## src/sv/rgb565_packbits_rle_encoder_assert.svh

```systemverilog
// Assertion macros for the RGB565 PackBits encoder.
// Clocked on clk and disabled while arst_n is low; used by the top level only.
`ifndef RGB565_PACKBITS_RLE_ENCODER_ASSERT_SVH
`define RGB565_PACKBITS_RLE_ENCODER_ASSERT_SVH
`ifndef NO_ASSERTIONS
// same-cycle implication
`define RPB_ASSERT_NOW(lbl, ante, cons, msg) \
	lbl: assert property (@(posedge clk) disable iff (!arst_n) (ante) |-> (cons)) \
		else $error(msg);
// next-cycle implication
`define RPB_ASSERT_NEXT(lbl, ante, cons, msg) \
	lbl: assert property (@(posedge clk) disable iff (!arst_n) (ante) |=> (cons)) \
		else $error(msg);
`else
`define RPB_ASSERT_NOW(lbl, ante, cons, msg)
`define RPB_ASSERT_NEXT(lbl, ante, cons, msg)
`endif
`endif

```

## src/sv/rpbrle_pkg.sv

```systemverilog
// Shared constants, types and structs of the RGB565 PackBits encoder.
// No dependencies; used by every module of the block.
`default_nettype none

package rpbrle_pkg;

	localparam int MAX_PACKET = 128;
	localparam int MIN_RUN    = 3;
	localparam int TAIL_DEPTH = MIN_RUN - 1;
	localparam int LANES      = 4;
	localparam int LANE_W     = 2;
	localparam int ROWS       = (MAX_PACKET + LANES - 1) / LANES;
	localparam int ROW_W      = (ROWS > 1) ? $clog2(ROWS) : 1;
	localparam int IDX_W      = ROW_W + LANE_W;
	localparam int CNT_W      = $clog2(MAX_PACKET + 1);
	localparam int TC_W       = $clog2(TAIL_DEPTH + 1);
	localparam int QC_W       = $clog2(MIN_RUN + 1);
	localparam int LEN_W      = 7;
	localparam int OUT_TDATA_W = 80;

	typedef logic [15:0]       pixel_t;
	typedef pixel_t [LANES-1:0] row_t;
	typedef logic [CNT_W-1:0]  cnt_t;
	typedef logic [TC_W-1:0]   tc_t;
	typedef logic [QC_W-1:0]   qc_t;
	typedef logic [ROW_W-1:0]  row_addr_t;
	typedef logic [IDX_W-1:0]  idx_t;
	typedef logic [LANE_W-1:0] lane_t;
	typedef logic [LEN_W-1:0]  len_t;

	localparam cnt_t LIT_MAX    = cnt_t'(MAX_PACKET);
	localparam cnt_t RUN_START  = cnt_t'(MIN_RUN);
	localparam cnt_t ROW_PIX    = cnt_t'(LANES);
	localparam logic [7:0] RUN_FLAG = 8'h80;

	// one output item
	typedef struct packed {
		logic       has_control;
		logic [7:0] control;
		logic [2:0] pixel_count;
		row_t       pix;
		logic       packet_done;
		logic       last;
	} result_t;

	// literal store access
	typedef struct packed {
		logic      wr_en;
		row_addr_t wr_row;
		lane_t     wr_lane;
		pixel_t    wr_data;
		logic      rd_en;
		row_addr_t rd_row;
	} mem_req_t;

	typedef struct packed {
		logic idle;
		cnt_t lit_count;
	} status_t;

endpackage

`default_nettype wire

```

## src/sv/rgb565_packbits_rle_encoder.sv

```systemverilog
// Top level of the RGB565 PackBits run-length encoder: stream ports and output register.
// Depends on rpbrle_pkg, rpbrle_ctrl, rpbrle_lit_store and the assertion header.
`default_nettype none
`include "rgb565_packbits_rle_encoder_assert.svh"

// Encodes a frame of 16-bit RGB565 pixels (s_axis_tlast on the last one) into
// PackBits packets: a run packet (control 0x80 + length-1, one pixel) for 3 to 128
// equal pixels, otherwise literal packets of up to 128 pixels (control length-1)
// delivered four pixels per output item. Pixels are taken one at a time and
// s_axis_tready stays low until the work of the taken pixel is done. A pixel that
// moves a window pixel into the literal buffer is taken first, and a buffer write
// follows. At frame end the window pixels add up to three more buffer writes.
// Each output item waits while the output register is full, and a literal flush
// starts with one row read, then sends one row of up to four per item. The
// sequencer does one buffer write or one row read per cycle; in a flush, each
// further row read waits until the held item is taken.
// The next pixel is taken while the last item still waits on m_axis_tready.
// The literal buffer needs no clearing after reset; only written entries are output.
module rgb565_packbits_rle_encoder (
	input  logic        clk,
	input  logic        arst_n,
	// pixel input
	input  logic        s_axis_tvalid,
	output logic        s_axis_tready,
	input  logic [15:0] s_axis_tdata,   // [15:0] pixel
	input  logic        s_axis_tlast,   // frame_end
	// packet output
	output logic        m_axis_tvalid,
	input  logic        m_axis_tready,
	// [7:0] control, [10:8] pixel_count, [26:11] pixel_a, [42:27] pixel_b,
	// [58:43] pixel_c, [74:59] pixel_d, [79:75] zero
	output logic [rpbrle_pkg::OUT_TDATA_W-1:0] m_axis_tdata,
	output logic [1:0]  m_axis_tuser,   // [0] has_control, [1] last
	output logic        m_axis_tlast    // packet_done
);

	logic                 res_valid;
	logic                 res_ready;
	rpbrle_pkg::result_t  res;
	rpbrle_pkg::mem_req_t mem_req;
	rpbrle_pkg::row_t     mem_rd_data;
	rpbrle_pkg::status_t  status;

	logic                 out_valid_q;
	rpbrle_pkg::result_t  out_q;

	rpbrle_ctrl u_ctrl (
		.clk         (clk),
		.arst_n      (arst_n),
		.in_valid    (s_axis_tvalid),
		.in_ready    (s_axis_tready),
		.in_pixel    (s_axis_tdata),
		.in_end      (s_axis_tlast),
		.res_valid   (res_valid),
		.res_ready   (res_ready),
		.res         (res),
		.mem_req     (mem_req),
		.mem_rd_data (mem_rd_data),
		.status      (status)
	);

	rpbrle_lit_store u_lit_store (
		.clk     (clk),
		.req     (mem_req),
		.rd_data (mem_rd_data)
	);

	// output register: refilled in the cycle the held item is taken
	assign res_ready = !out_valid_q || m_axis_tready;

	always_ff @(posedge clk or negedge arst_n) begin
		if (!arst_n) begin
			out_valid_q <= 1'b0;
			out_q       <= '0;
		end else begin
			if (res_valid && res_ready) begin
				out_valid_q <= 1'b1;
				out_q       <= res;
			end else if (m_axis_tready) begin
				out_valid_q <= 1'b0;
			end
		end
	end

	assign m_axis_tvalid = out_valid_q;
	assign m_axis_tdata  = {5'b0, out_q.pix[3], out_q.pix[2], out_q.pix[1], out_q.pix[0],
		out_q.pixel_count, out_q.control};
	assign m_axis_tuser  = {out_q.last, out_q.has_control};
	assign m_axis_tlast  = out_q.packet_done;

	// item shape
	`RPB_ASSERT_NOW(a_count_range, m_axis_tvalid, (out_q.pixel_count != 3'd0) && (out_q.pixel_count <= 3'd4), "pixel count out of range")
	`RPB_ASSERT_NOW(a_mid_packet_full, m_axis_tvalid && !out_q.packet_done, out_q.pixel_count == 3'd4, "short item inside a literal")
	`RPB_ASSERT_NOW(a_run_shape, m_axis_tvalid && out_q.has_control && out_q.control[7], (out_q.pixel_count == 3'd1) && out_q.packet_done, "malformed run item")
	// buffer fill only moves while the sequencer works
	`RPB_ASSERT_NEXT(a_lit_hold, status.idle && !(s_axis_tvalid && s_axis_tready), $stable(status.lit_count), "literal count moved while idle")

endmodule

`default_nettype wire

```

## src/sv/rpbrle_lit_store.sv

```systemverilog
// Literal pixel buffer: rows of four pixels, one lane written per cycle,
// one row read per cycle with registered data. Uses rpbrle_pkg.
`default_nettype none

module rpbrle_lit_store (
	input  logic                 clk,
	input  rpbrle_pkg::mem_req_t req,
	output rpbrle_pkg::row_t     rd_data
);

	rpbrle_pkg::row_t mem [rpbrle_pkg::ROWS];

	always_ff @(posedge clk) begin
		if (req.wr_en) begin
			mem[req.wr_row][req.wr_lane] <= req.wr_data;
		end
		if (req.rd_en) begin
			rd_data <= mem[req.rd_row];
		end
	end

endmodule

`default_nettype wire

```

## src/sv/rpbrle_ctrl.sv

```systemverilog
// Packet sequencer: run/tail tracking, literal buffer writes and flush reads.
// Uses rpbrle_pkg; drives the literal store request, reads its row data.
`default_nettype none

module rpbrle_ctrl (
	input  logic                 clk,
	input  logic                 arst_n,
	input  logic                 in_valid,
	output logic                 in_ready,
	input  rpbrle_pkg::pixel_t   in_pixel,
	input  logic                 in_end,
	output logic                 res_valid,
	input  logic                 res_ready,
	output rpbrle_pkg::result_t  res,
	output rpbrle_pkg::mem_req_t mem_req,
	input  rpbrle_pkg::row_t     mem_rd_data,
	output rpbrle_pkg::status_t  status
);

	typedef enum logic [2:0] {
		S_IDLE, S_PRE_RUN, S_PUSH, S_FL_START, S_FL_OUT, S_POST_RUN
	} state_t;

	state_t                  state_q;
	logic                    run_mode_q;
	rpbrle_pkg::pixel_t      run_pixel_q;
	rpbrle_pkg::cnt_t        run_count_q;
	rpbrle_pkg::pixel_t      tail_q [rpbrle_pkg::TAIL_DEPTH];
	rpbrle_pkg::tc_t         tc_q;
	rpbrle_pkg::cnt_t        lit_count_q;
	rpbrle_pkg::pixel_t      queue_q [rpbrle_pkg::MIN_RUN];
	rpbrle_pkg::qc_t         qn_q;
	logic                    post_q;
	logic                    final_q;
	rpbrle_pkg::pixel_t      snap_pix_q;
	rpbrle_pkg::cnt_t        snap_cnt_q;
	rpbrle_pkg::row_addr_t   fl_row_q;
	rpbrle_pkg::cnt_t        fl_rem_q;

	// next values for an accepted item
	logic                    n_run_mode;
	rpbrle_pkg::pixel_t      n_run_pixel;
	rpbrle_pkg::cnt_t        n_run_count;
	rpbrle_pkg::pixel_t      n_tail [rpbrle_pkg::TAIL_DEPTH];
	rpbrle_pkg::tc_t         n_tc;
	rpbrle_pkg::pixel_t      n_queue [rpbrle_pkg::MIN_RUN];
	rpbrle_pkg::qc_t         n_qn;
	logic                    n_pre;
	logic                    n_post;
	logic                    n_final;
	rpbrle_pkg::pixel_t      n_snap_pix;
	rpbrle_pkg::cnt_t        n_snap_cnt;
	state_t                  n_state;

	logic                    take;
	logic                    fire;
	logic                    same;
	logic                    run_match;
	logic                    q_off;
	logic                    last_row;
	logic [2:0]              row_cnt;
	rpbrle_pkg::cnt_t        lit_inc;
	rpbrle_pkg::idx_t        wr_idx;

	assign in_ready = (state_q == S_IDLE);
	assign take     = in_valid && in_ready;
	assign res_valid = (state_q == S_PRE_RUN) || (state_q == S_FL_OUT) ||
		(state_q == S_POST_RUN);
	assign fire     = res_valid && res_ready;

	assign status.idle      = (state_q == S_IDLE);
	assign status.lit_count = lit_count_q;

	// flush row geometry
	assign last_row = (fl_rem_q <= rpbrle_pkg::ROW_PIX);
	assign row_cnt  = last_row ? 3'(fl_rem_q) : 3'(rpbrle_pkg::LANES);
	assign lit_inc  = lit_count_q + 1'b1;
	assign wr_idx   = rpbrle_pkg::idx_t'(lit_count_q);

	always_comb begin
		same = 1'b1;
		for (int i = 0; i < rpbrle_pkg::TAIL_DEPTH; i++) begin
			if (tail_q[i] != in_pixel) begin
				same = 1'b0;
			end
		end
	end

	assign run_match = (in_pixel == run_pixel_q) && (run_count_q < rpbrle_pkg::LIT_MAX);

	// step decode: state update plus the list of work for the sequencer
	always_comb begin
		n_run_mode  = run_mode_q;
		n_run_pixel = run_pixel_q;
		n_run_count = run_count_q;
		n_tail      = tail_q;
		n_tc        = tc_q;
		for (int i = 0; i < rpbrle_pkg::MIN_RUN; i++) begin
			n_queue[i] = '0;
		end
		n_qn       = '0;
		n_pre      = 1'b0;
		n_post     = 1'b0;
		n_final    = 1'b0;
		n_snap_pix = run_pixel_q;
		n_snap_cnt = run_count_q;
		q_off      = 1'b0;

		if (run_mode_q) begin
			if (run_match) begin
				n_run_count = run_count_q + 1'b1;
			end else begin
				// run closed by a new pixel; it opens a fresh tail
				n_pre       = 1'b1;
				n_run_mode  = 1'b0;
				n_run_count = '0;
				n_tail[0]   = in_pixel;
				n_tc        = rpbrle_pkg::tc_t'(1);
			end
		end else if (tc_q < rpbrle_pkg::tc_t'(rpbrle_pkg::TAIL_DEPTH)) begin
			for (int i = 0; i < rpbrle_pkg::TAIL_DEPTH; i++) begin
				if (rpbrle_pkg::tc_t'(i) == tc_q) begin
					n_tail[i] = in_pixel;
				end
			end
			n_tc = tc_q + 1'b1;
		end else if (same) begin
			// run found: close any open literal first
			n_final     = (lit_count_q != '0);
			n_run_mode  = 1'b1;
			n_run_pixel = in_pixel;
			n_run_count = rpbrle_pkg::RUN_START;
			n_tc        = '0;
		end else begin
			n_queue[0] = tail_q[0];
			n_qn       = rpbrle_pkg::qc_t'(1);
			for (int i = 0; i < rpbrle_pkg::TAIL_DEPTH - 1; i++) begin
				n_tail[i] = tail_q[i + 1];
			end
			n_tail[rpbrle_pkg::TAIL_DEPTH - 1] = in_pixel;
			n_tc = rpbrle_pkg::tc_t'(rpbrle_pkg::TAIL_DEPTH);
		end

		if (in_end) begin
			if (n_run_mode) begin
				n_pre       = run_mode_q;
				n_post      = !run_mode_q;
				n_snap_pix  = n_run_pixel;
				n_snap_cnt  = n_run_count;
				n_run_mode  = 1'b0;
				n_run_count = '0;
			end
			q_off = (n_qn != '0);
			for (int i = 0; i < rpbrle_pkg::TAIL_DEPTH; i++) begin
				if (rpbrle_pkg::tc_t'(i) < n_tc) begin
					if (q_off) begin
						n_queue[i + 1] = n_tail[i];
					end else begin
						n_queue[i] = n_tail[i];
					end
				end
			end
			n_qn    = n_qn + rpbrle_pkg::qc_t'(n_tc);
			n_tc    = '0;
			n_final = 1'b1;
		end

		if (n_pre) begin
			n_state = S_PRE_RUN;
		end else if (n_qn != '0) begin
			n_state = S_PUSH;
		end else if (n_final && (lit_count_q != '0)) begin
			n_state = S_FL_START;
		end else if (n_post) begin
			n_state = S_POST_RUN;
		end else begin
			n_state = S_IDLE;
		end
	end

	// literal store access
	always_comb begin
		mem_req.wr_en   = (state_q == S_PUSH);
		mem_req.wr_row  = wr_idx[rpbrle_pkg::IDX_W-1:rpbrle_pkg::LANE_W];
		mem_req.wr_lane = wr_idx[rpbrle_pkg::LANE_W-1:0];
		mem_req.wr_data = queue_q[0];
		mem_req.rd_en   = (state_q == S_FL_START) ||
			((state_q == S_FL_OUT) && fire && !last_row);
		mem_req.rd_row  = (state_q == S_FL_START) ? '0 : fl_row_q + 1'b1;
	end

	// result formatting
	always_comb begin
		res = '0;
		case (state_q)
			S_PRE_RUN, S_POST_RUN: begin
				res.has_control = 1'b1;
				res.control     = rpbrle_pkg::RUN_FLAG |
					{1'b0, rpbrle_pkg::len_t'(snap_cnt_q - 1'b1)};
				res.pixel_count = 3'd1;
				res.pix[0]      = snap_pix_q;
				res.packet_done = 1'b1;
				res.last        = (state_q == S_POST_RUN) ||
					((qn_q == '0) && !(final_q && (lit_count_q != '0)));
			end
			S_FL_OUT: begin
				res.has_control = (fl_row_q == '0);
				if (fl_row_q == '0) begin
					res.control = {1'b0, rpbrle_pkg::len_t'(lit_count_q - 1'b1)};
				end
				res.pixel_count = row_cnt;
				for (int i = 0; i < rpbrle_pkg::LANES; i++) begin
					res.pix[i] = (3'(i) < row_cnt) ? mem_rd_data[i] : '0;
				end
				res.packet_done = last_row;
				res.last        = last_row && (qn_q == '0) && !post_q;
			end
			default: begin
				res = '0;
			end
		endcase
	end

	always_ff @(posedge clk or negedge arst_n) begin
		if (!arst_n) begin
			state_q     <= S_IDLE;
			run_mode_q  <= 1'b0;
			run_pixel_q <= '0;
			run_count_q <= '0;
			for (int i = 0; i < rpbrle_pkg::TAIL_DEPTH; i++) begin
				tail_q[i] <= '0;
			end
			tc_q        <= '0;
			lit_count_q <= '0;
			for (int i = 0; i < rpbrle_pkg::MIN_RUN; i++) begin
				queue_q[i] <= '0;
			end
			qn_q        <= '0;
			post_q      <= 1'b0;
			final_q     <= 1'b0;
			snap_pix_q  <= '0;
			snap_cnt_q  <= '0;
			fl_row_q    <= '0;
			fl_rem_q    <= '0;
		end else begin
			case (state_q)
				S_IDLE: begin
					if (take) begin
						run_mode_q  <= n_run_mode;
						run_pixel_q <= n_run_pixel;
						run_count_q <= n_run_count;
						tail_q      <= n_tail;
						tc_q        <= n_tc;
						queue_q     <= n_queue;
						qn_q        <= n_qn;
						post_q      <= n_post;
						final_q     <= n_final;
						snap_pix_q  <= n_snap_pix;
						snap_cnt_q  <= n_snap_cnt;
						state_q     <= n_state;
					end
				end
				S_PRE_RUN: begin
					if (fire) begin
						if (qn_q != '0) begin
							state_q <= S_PUSH;
						end else if (final_q && (lit_count_q != '0)) begin
							state_q <= S_FL_START;
						end else begin
							state_q <= S_IDLE;
						end
					end
				end
				S_PUSH: begin
					// one pixel into the buffer per cycle
					lit_count_q <= lit_inc;
					for (int i = 0; i < rpbrle_pkg::MIN_RUN - 1; i++) begin
						queue_q[i] <= queue_q[i + 1];
					end
					qn_q <= qn_q - 1'b1;
					if (lit_inc == rpbrle_pkg::LIT_MAX) begin
						state_q <= S_FL_START;
					end else if (qn_q == rpbrle_pkg::qc_t'(1)) begin
						if (final_q) begin
							state_q <= S_FL_START;
						end else if (post_q) begin
							state_q <= S_POST_RUN;
						end else begin
							state_q <= S_IDLE;
						end
					end
				end
				S_FL_START: begin
					fl_row_q <= '0;
					fl_rem_q <= lit_count_q;
					state_q  <= S_FL_OUT;
				end
				S_FL_OUT: begin
					if (fire) begin
						if (last_row) begin
							lit_count_q <= '0;
							if (qn_q != '0) begin
								state_q <= S_PUSH;
							end else if (post_q) begin
								state_q <= S_POST_RUN;
							end else begin
								state_q <= S_IDLE;
							end
						end else begin
							fl_row_q <= fl_row_q + 1'b1;
							fl_rem_q <= fl_rem_q - rpbrle_pkg::ROW_PIX;
						end
					end
				end
				S_POST_RUN: begin
					if (fire) begin
						state_q <= S_IDLE;
					end
				end
				default: begin
					state_q <= S_IDLE;
				end
			endcase
		end
	end

endmodule

`default_nettype wire
```

## config.mk

```make
export PLATFORM = sky130hd
export DESIGN_NAME = rgb565_packbits_rle_encoder
export DESIGN_NICKNAME = d
export VERILOG_FILES = /design/src/sv/rpbrle_pkg.sv /design/src/sv/rgb565_packbits_rle_encoder.sv /design/src/sv/rpbrle_lit_store.sv /design/src/sv/rpbrle_ctrl.sv
export VERILOG_INCLUDE_DIRS = /design/src /design/src/sv
export SDC_FILE = /design/constraint.sdc
export NUM_CORES = 2
export LEC_CHECK = 0
export BUFFER_PORTS_ARGS = -buffer_cell sky130_fd_sc_hd__clkbuf_2
export CAP_MARGIN = 20
export CORE_MARGIN = 2
export CORE_UTILIZATION = 45
export CTS_CLUSTER_DIAMETER = 50
export CTS_CLUSTER_SIZE = 8
export DETAILED_ROUTE_END_ITERATION = 10
export PLACE_DENSITY_LB_ADDON = 0.1
export SKIP_CTS_REPAIR_TIMING = 1
export SLEW_MARGIN = 20
export SYNTH_ARGS = -nofsm -noshare
export SYNTH_HDL_FRONTEND = slang
export SYNTH_SLANG_ARGS = --single-unit
```

## constraint.sdc

```tcl
create_clock -name clk -period 6.4 [get_ports clk]
set_input_delay 0.64 -clock clk [delete_from_list [all_inputs] [get_ports clk]]
set_output_delay 0.64 -clock clk [all_outputs]
set_load 0.02 [all_outputs]
```

Word level (Yosys, flattened, before mapping)

Memory sizes are Yosys's and may differ from the RTL's. A register that Yosys moved wholly into a read port is not among the register bits.
Cells that the tools add are included.
W data, S select, Z words.

Add/sub/neg operators: 9
Eq/ne operators: 18
Mux-type cells: 102
Reductions and logical operators: 39
Magnitude comparators: 11

Operators with widths:

| kind                  | count |
|---|---|
| $mux W16              | 22 |
| $mux W48              | 3 |
| $mux W32              | 4 |
| $mux W8               | 10 |
| $mux W64              | 1 |
| $pmux W32 S2          | 1 |
| $mux W3               | 16 |
| $pmux W18 S2          | 1 |
| $demux W16 S2         | 1 |
| $ne A16 B16 Y1        | 2 |
| $pmux W8 S2           | 2 |
| $pmux W12 S2          | 1 |
| $mux W1               | 21 |
| $mux W7               | 3 |
| $mux W2               | 10 |
| $pmux W3 S6           | 1 |
| $add A8 B1 Y8 const B | 2 |
| $eq A16 B16 Y1        | 1 |
| $mux W5               | 3 |
| $reduce_bool A2 Y1    | 7 |
| $sub A7 B1 Y7 const B | 2 |
| $logic_and A1 B1 Y1   | 11 |
| $pmux W5 S2           | 1 |
| $eq A8 B8 Y1 const B  | 1 |
| other kinds (32)      | 52 |

Memories: 1
Output and inout bits: 85
Memory bits (writable): 2048
Bits of input ports: 21
Bits in registers: 237
Logic and storage cells: 208

Memory list:

| name            | depth | width | read ports | clocked after memory_dff | write ports | RTL line               | text |
|---|---|---|---|---|---|---|---|
| u_lit_store.mem | 32    | 64    | 1          | 1                        | 1           | rpbrle_lit_store.sv:11 | `rpbrle_pkg::row_t mem [rpbrle_pkg::ROWS];` |

Logic depth before layout (Yosys ltp)

Depth in word-level cells: 14
Mapped depth: 13
Gate-level depth less buffers: 8

Hierarchy

A second synthesis with hierarchy kept.

Cell total of the unflattened synthesis: 5212
Area total of the unflattened synthesis: 93571.0 um2

Modules (own cells, without submodules):

| module                      | cells an instance | sequential area each (um2) | area each (um2) | instances |
|---|---|---|---|---|
| rpbrle_lit_store            | 3928              | 63420.8                    | 80429.6         | 1 |
| rpbrle_ctrl                 | 1110              | 3953.8                     | 10079.7         | 1 |
| rgb565_packbits_rle_encoder | 174               | 1976.9                     | 3061.7          | 1 |

Least setup slack after synthesis

Ideal clock, no wire load.

Path kind: reg-to-reg
Start point: register u_ctrl.state_q[0]
End point: register u_ctrl.fl_row_q[2]
Required time: 6.282 ns
Cell stages (with the launch flop): 9
Setup slack: 2.994 ns
Arrival time: 3.287 ns
Period minus slack after synthesis: 3.406 ns
Setup time: 0.118 ns
Buffers on the path: 2
Cells stage by stage: dfrtp_1 > clkbuf_1 > or3b_2 > clkbuf_1 > nor2_1 > a21oi_1 > inv_1 > o21ai_0 > a21o_1

Cells in the longest elaborated chain, start to end: 6
Elaborated cells on any way between the ends: 12
Those cells by class: 6 x eq/ne; 1 x mux; 5 x reduce/logical

RTL lines:

| item                                                | RTL line                              | text |
|---|---|---|
| from (decl)                                         | rpbrle_ctrl.sv:24                     | `state_t state_q;` |
| from (signal assigned)                              | rpbrle_ctrl.sv:260                    | `state_q <= n_state;` |
| $eq A3 B1 Y1 / $eq A3 B3 Y1 (equally long branches) | rpbrle_ctrl.sv:67, rpbrle_ctrl.sv:246 |  |
| $logic_or A1 B1 Y1 (2 in series)                    | rpbrle_ctrl.sv:67                     | `assign res_valid = (state_q == S_PRE_RUN) \|\| (state_q == S_FL_OUT) \|\|` |
| $logic_and A1 B1 Y1                                 | rpbrle_ctrl.sv:69                     | `assign fire = res_valid && res_ready;` |
| $ne A2 B1 Y1 (no source line)                       | -                                     |  |
| $reduce_and A3 Y1 (no source line)                  | -                                     |  |
| to (signal assigned)                                | rpbrle_ctrl.sv:310                    | `fl_row_q <= fl_row_q + 1'b1;` |
| to (decl)                                           | rpbrle_ctrl.sv:37                     | `rpbrle_pkg::row_addr_t fl_row_q;` |

Several ways; a longest one is shown, not always the timed one.
A chain may end at the register's enable or synchronous reset.

Worst setup path in the final report

Start point: register u_ctrl.fl_row_q[0]
End point: register u_lit_store.rd_data[21] in the netlist's numbering, read port of u_lit_store.mem, data pin

Cells in the longest elaborated chain, start to end: 2

RTL lines:

| item          | RTL line              | text |
|---|---|---|
| $add A5 B1 Y5 | rpbrle_ctrl.sv:189    | `mem_req.rd_row = (state_q == S_FL_START) ? '0 : fl_row_q + 1'b1;` |
| $mux W5       | rpbrle_ctrl.sv:189    |  |
| to (decl)     | rpbrle_lit_store.sv:8 | `output rpbrle_pkg::row_t rd_data` |

Every way passes these cells.

==> key figures <==
Critical path
  • Crit Reg-Reg Endpoint: u_lit_store.rd_data[21]
  • CP Cell Sequence: ha_1 -> xnor2_2 -> buf_4 -> nor2_4 -> buf_12 -> buf_4 -> mux4_2 -> mux2_2 -> o32ai_1 -> a211oi_1
  • CP bufs+invs: 3
  • Critical path arrival: around 5.2 ns
  • Startpoint types: flip-flop
  • R2r setup slk: 1.84 ns
  • CP most frequent cell: buf_4
  • RR Startpoint: u_ctrl.fl_row_q[0]
  • WP data required: 7.02 ns
  • WS Path Type: reg2reg
  • Max stage delay on crit path: 0.65 ns
  • R2R depth: 10
  • Cell class contributing the biggest share of worst-path delay: buffers and inverters
  • Crit end category: flip-flop
  • Slowest-stage cell, CP: dfrtp_4
  • Crit path max fanout: 46

Hold path
  • Hold_sp: m_axis_tready
  • Endpoint, Worst Hold: m_axis_tdata[8]
  • WHS Path Cells: 3
  • Hold Crit Class: in2reg

CTS
  • Skew-Pair Late Insertion Delay: between 0.9 and 1 ns
  • Htree depth: 5
  • CTS tree: done
  • CTS max path bufs: 4
  • CTS clock-pin slew for the worst setup and hold paths: ~0.050 ns
  • Root Buffer: clkbuf_16
  • Number of clock sinks: 2349
  • CTS Buf Count: 355

STA
  • Tcrit/Tclk final: 71.2%
  • Final slew viol count: 0
  • RSZ-0062 raised after global routing: false
  • Fmax: 219 MHz
  • Post-route setup TNS: 0 ns
  • Max Clock Skew: 0.0553 ns
  • Max_slew headroom: 18.7%
  • Setup ws final: 1.84 ns
  • Setup-failing EPs final: 0
  • Worst-margin pin slew: about 1.2 ns
  • Final hold viol count: 0
  • Tmin final: 4.56 ns

Flow run
  • Max-Cap Viols: 0

Drt
  • Post-DR wirelength/cell: 31.4 um
  • Routed WL: 300000 um
  • First-pass DRT Iterations: 6
  • Remaining DRCs: 0
  • Total number of vias: 59500
  • Antenna Violating Nets Remaining: 0
  • DRT iter0 DRCs: 7601
  • Vias per cell: 6.24

Floorplanning
  • Die height: 465 um
  • Row cnt: 169
  • Top Ports: ~110
  • Initial Util: 45.2%
  • Die footprint: 0.216 mm2
  • Die boundary width: 465 um
  • Core Region: 0.212 mm2

Place
  • # placed instances: 8988
  • Placer congestion estimate: between 0.8 and 0.9
  • Final HPWL DP: 169000 um
  • Pre-CTS WS: 1.76 ns
  • Port bufs: 100

Synthesis
  • Mapped cell area: ~0.096 mm2
  • Yosys top cell by area: edfxtp_1
  • Synth cell count leaders: edfxtp_1 (2112), nand2_1 (691), clkbuf_1 (405), a211oi_1 (355), nor2_1 (284)
  • Sequential area share after synthesis: 72.5%
  • Synth top area share: 66.3%
  • Synth Instances: 6337
  • Share of synthesized registers carrying an async set or reset: between 10% and 20%
  • YS warnings: 0
  • Syn avg cell area: roughly 15 um2
  • Top-count cell post-synth: edfxtp_1
  • Yosys cell types: between 70 and 80
  • Most area-consuming cells after synthesis: edfxtp_1 (66%), dfrtp_1 (6.2%), mux4_2 (4.0%)
  • Most frequently used flop master after synthesis: edfxtp_1
  • FF+latch count, synth: 2349
  • Number of enable flip-flop cells after synthesis: 2112

Final layout
  • Layout Area Growth over Synthesis: 15.3%
  • # fillers: 17400
  • Post-route insts no fill: 9540
  • Final nets: 6560
  • Share of cells above drive strength 1: between 10% and 20%

Global routing
  • Number of global-route vias before repair: 57900
  • Total gr overflow: 0
  • Initial antenna violation count: 9
  • Total GRT Usage: ~27%
  • Largest net degree at the start of global routing: between 100 and 150
  • First-pass GRT wire length: about 430000 um

Power
  • Peak VDD IR: about 340 uV
  • Leak Pwr: 0.0373 uW
  • PD cells: 445 mW/mm2

Outcome
  • Outcome: finished, final reports clean
-- layout make-up --
type	count	area [um2]	share of cell area (%)
flip-flops and latches	2349	69400	62.9
multi-input cells	3414	24400	22.1
clock buffers	521	9700	8.79
well taps	2821	3530	3.20
repair buffers	356	2770	2.51
clock inverters	24	293	0.265
inverters	51	201	0.183
diodes	4	10.0	0.00907
-- metal layers --
layer	global-route usage, %	wire [um]	vias up
met2	41.8	138000	2607
met4	8.91	9470	2
met3	4.51	23000	444
met1	40.0	130000	31100
li1	-	-	25400
met5	0	12	-
-- cells in the final DEF, fill, tap and decap left out, drive strengths merged, types with 12 or more instances in the layout --
cell type  count
inv           54
o211ai        85
nor3          91
buf          256
a211o         12
mux2i         70
xor2          39
edfxtp      2112
a21oi         89
o311ai        78
o221ai        43
mux4         168
a311oi       208
and2          12
clkbuf       620
and3         251
o32ai         42
a41oi         17
nor2         285
nand2        691
ha            12
a31oi         61
o31ai         21
a222oi        23
a221o         21
xnor2         16
nor4          29
a211oi       355
a22o          59
nor2b         16
nand3         81
o21ai        137
nand2b       173
or3           71
clkinv        14
mux2          79
dfrtp        237
o22ai         12
-- sequential cells by signal (all words and copies together) (netlist names) --
| register | flops |
|---|---|
| m_axis_tdata | 75 |
| m_axis_tlast | 1 |
| m_axis_tuser | 2 |
| m_axis_tvalid | 1 |
| u_ctrl.final_q | 1 |
| u_ctrl.fl_rem_q | 8 |
| u_ctrl.fl_row_q | 5 |
| u_ctrl.lit_count_q | 8 |
| u_ctrl.mem_req | 16 |
| u_ctrl.post_q | 1 |
| u_ctrl.qn_q | 2 |
| u_ctrl.queue_q | 32 |
| u_ctrl.run_count_q | 8 |
| u_ctrl.run_mode_q | 1 |
| u_ctrl.run_pixel_q | 16 |
| u_ctrl.snap_cnt_q | 7 |
| u_ctrl.snap_pix_q | 16 |
| u_ctrl.state_q | 3 |
| u_ctrl.tail_q | 32 |
| u_ctrl.tc_q | 2 |
| u_lit_store.mem | 2048 |
| u_lit_store.rd_data | 64 |
-- cell families after synthesis --
logic type | share of synthesized area [%]
compound gates | 10.2
xor+xnor | 0.503
fa+ha+maj | 0.157
buf+inv | 2.42
flops | 72.5
mux | 5.61
other cells | 0.00392
simple gates | 8.59
-- worst min-delay path, stage by stage --
cell and delay [ns]:
clkbuf_2 0.11, nor2b_1 0.12, o21ai_0 0.17
-- worst max-delay path by stage --
stage,start,to,slack [ns],depth (start not counted)
after floorplan,u_ctrl.state_q[0],u_ctrl.fl_row_q[2],2.99,8
after global placement,u_ctrl.fl_row_q[0],u_lit_store.rd_data[58],1.80,7
after detailed placement,u_ctrl.fl_row_q[0],u_lit_store.rd_data[58],1.76,7
after CTS,u_ctrl.fl_row_q[0],u_lit_store.rd_data[58],1.74,7
after global routing,u_ctrl.fl_row_q[0],u_lit_store.rd_data[32],1.68,9
final,u_ctrl.fl_row_q[0],u_lit_store.rd_data[21],1.84,10
-- report_power, final --
group	total (uW)	internal (uW)	switching (uW)
clock network	16900	10500	6430
registers	20800	19200	1600
logic	11400	3550	7850
-- stage by stage --
stage / util, % / hold slack (ns) / total power [uW] / instance area (um2)
after detailed placement: 47.4 / 0.457 / 32400 / 100000
after CTS: 52.1 / -0.339 / 49400 / 110000
final: 52.1 / 0.117 / 49200 / 110000
after floorplan: - / 0.344 / 27400 / 95700
after global routing: 52.1 / 0.111 / 51000 / 110000
after global placement: 47.3 / 0.449 / 32300 / 100000
Note: power is estimated with default switching activity, not from simulation.
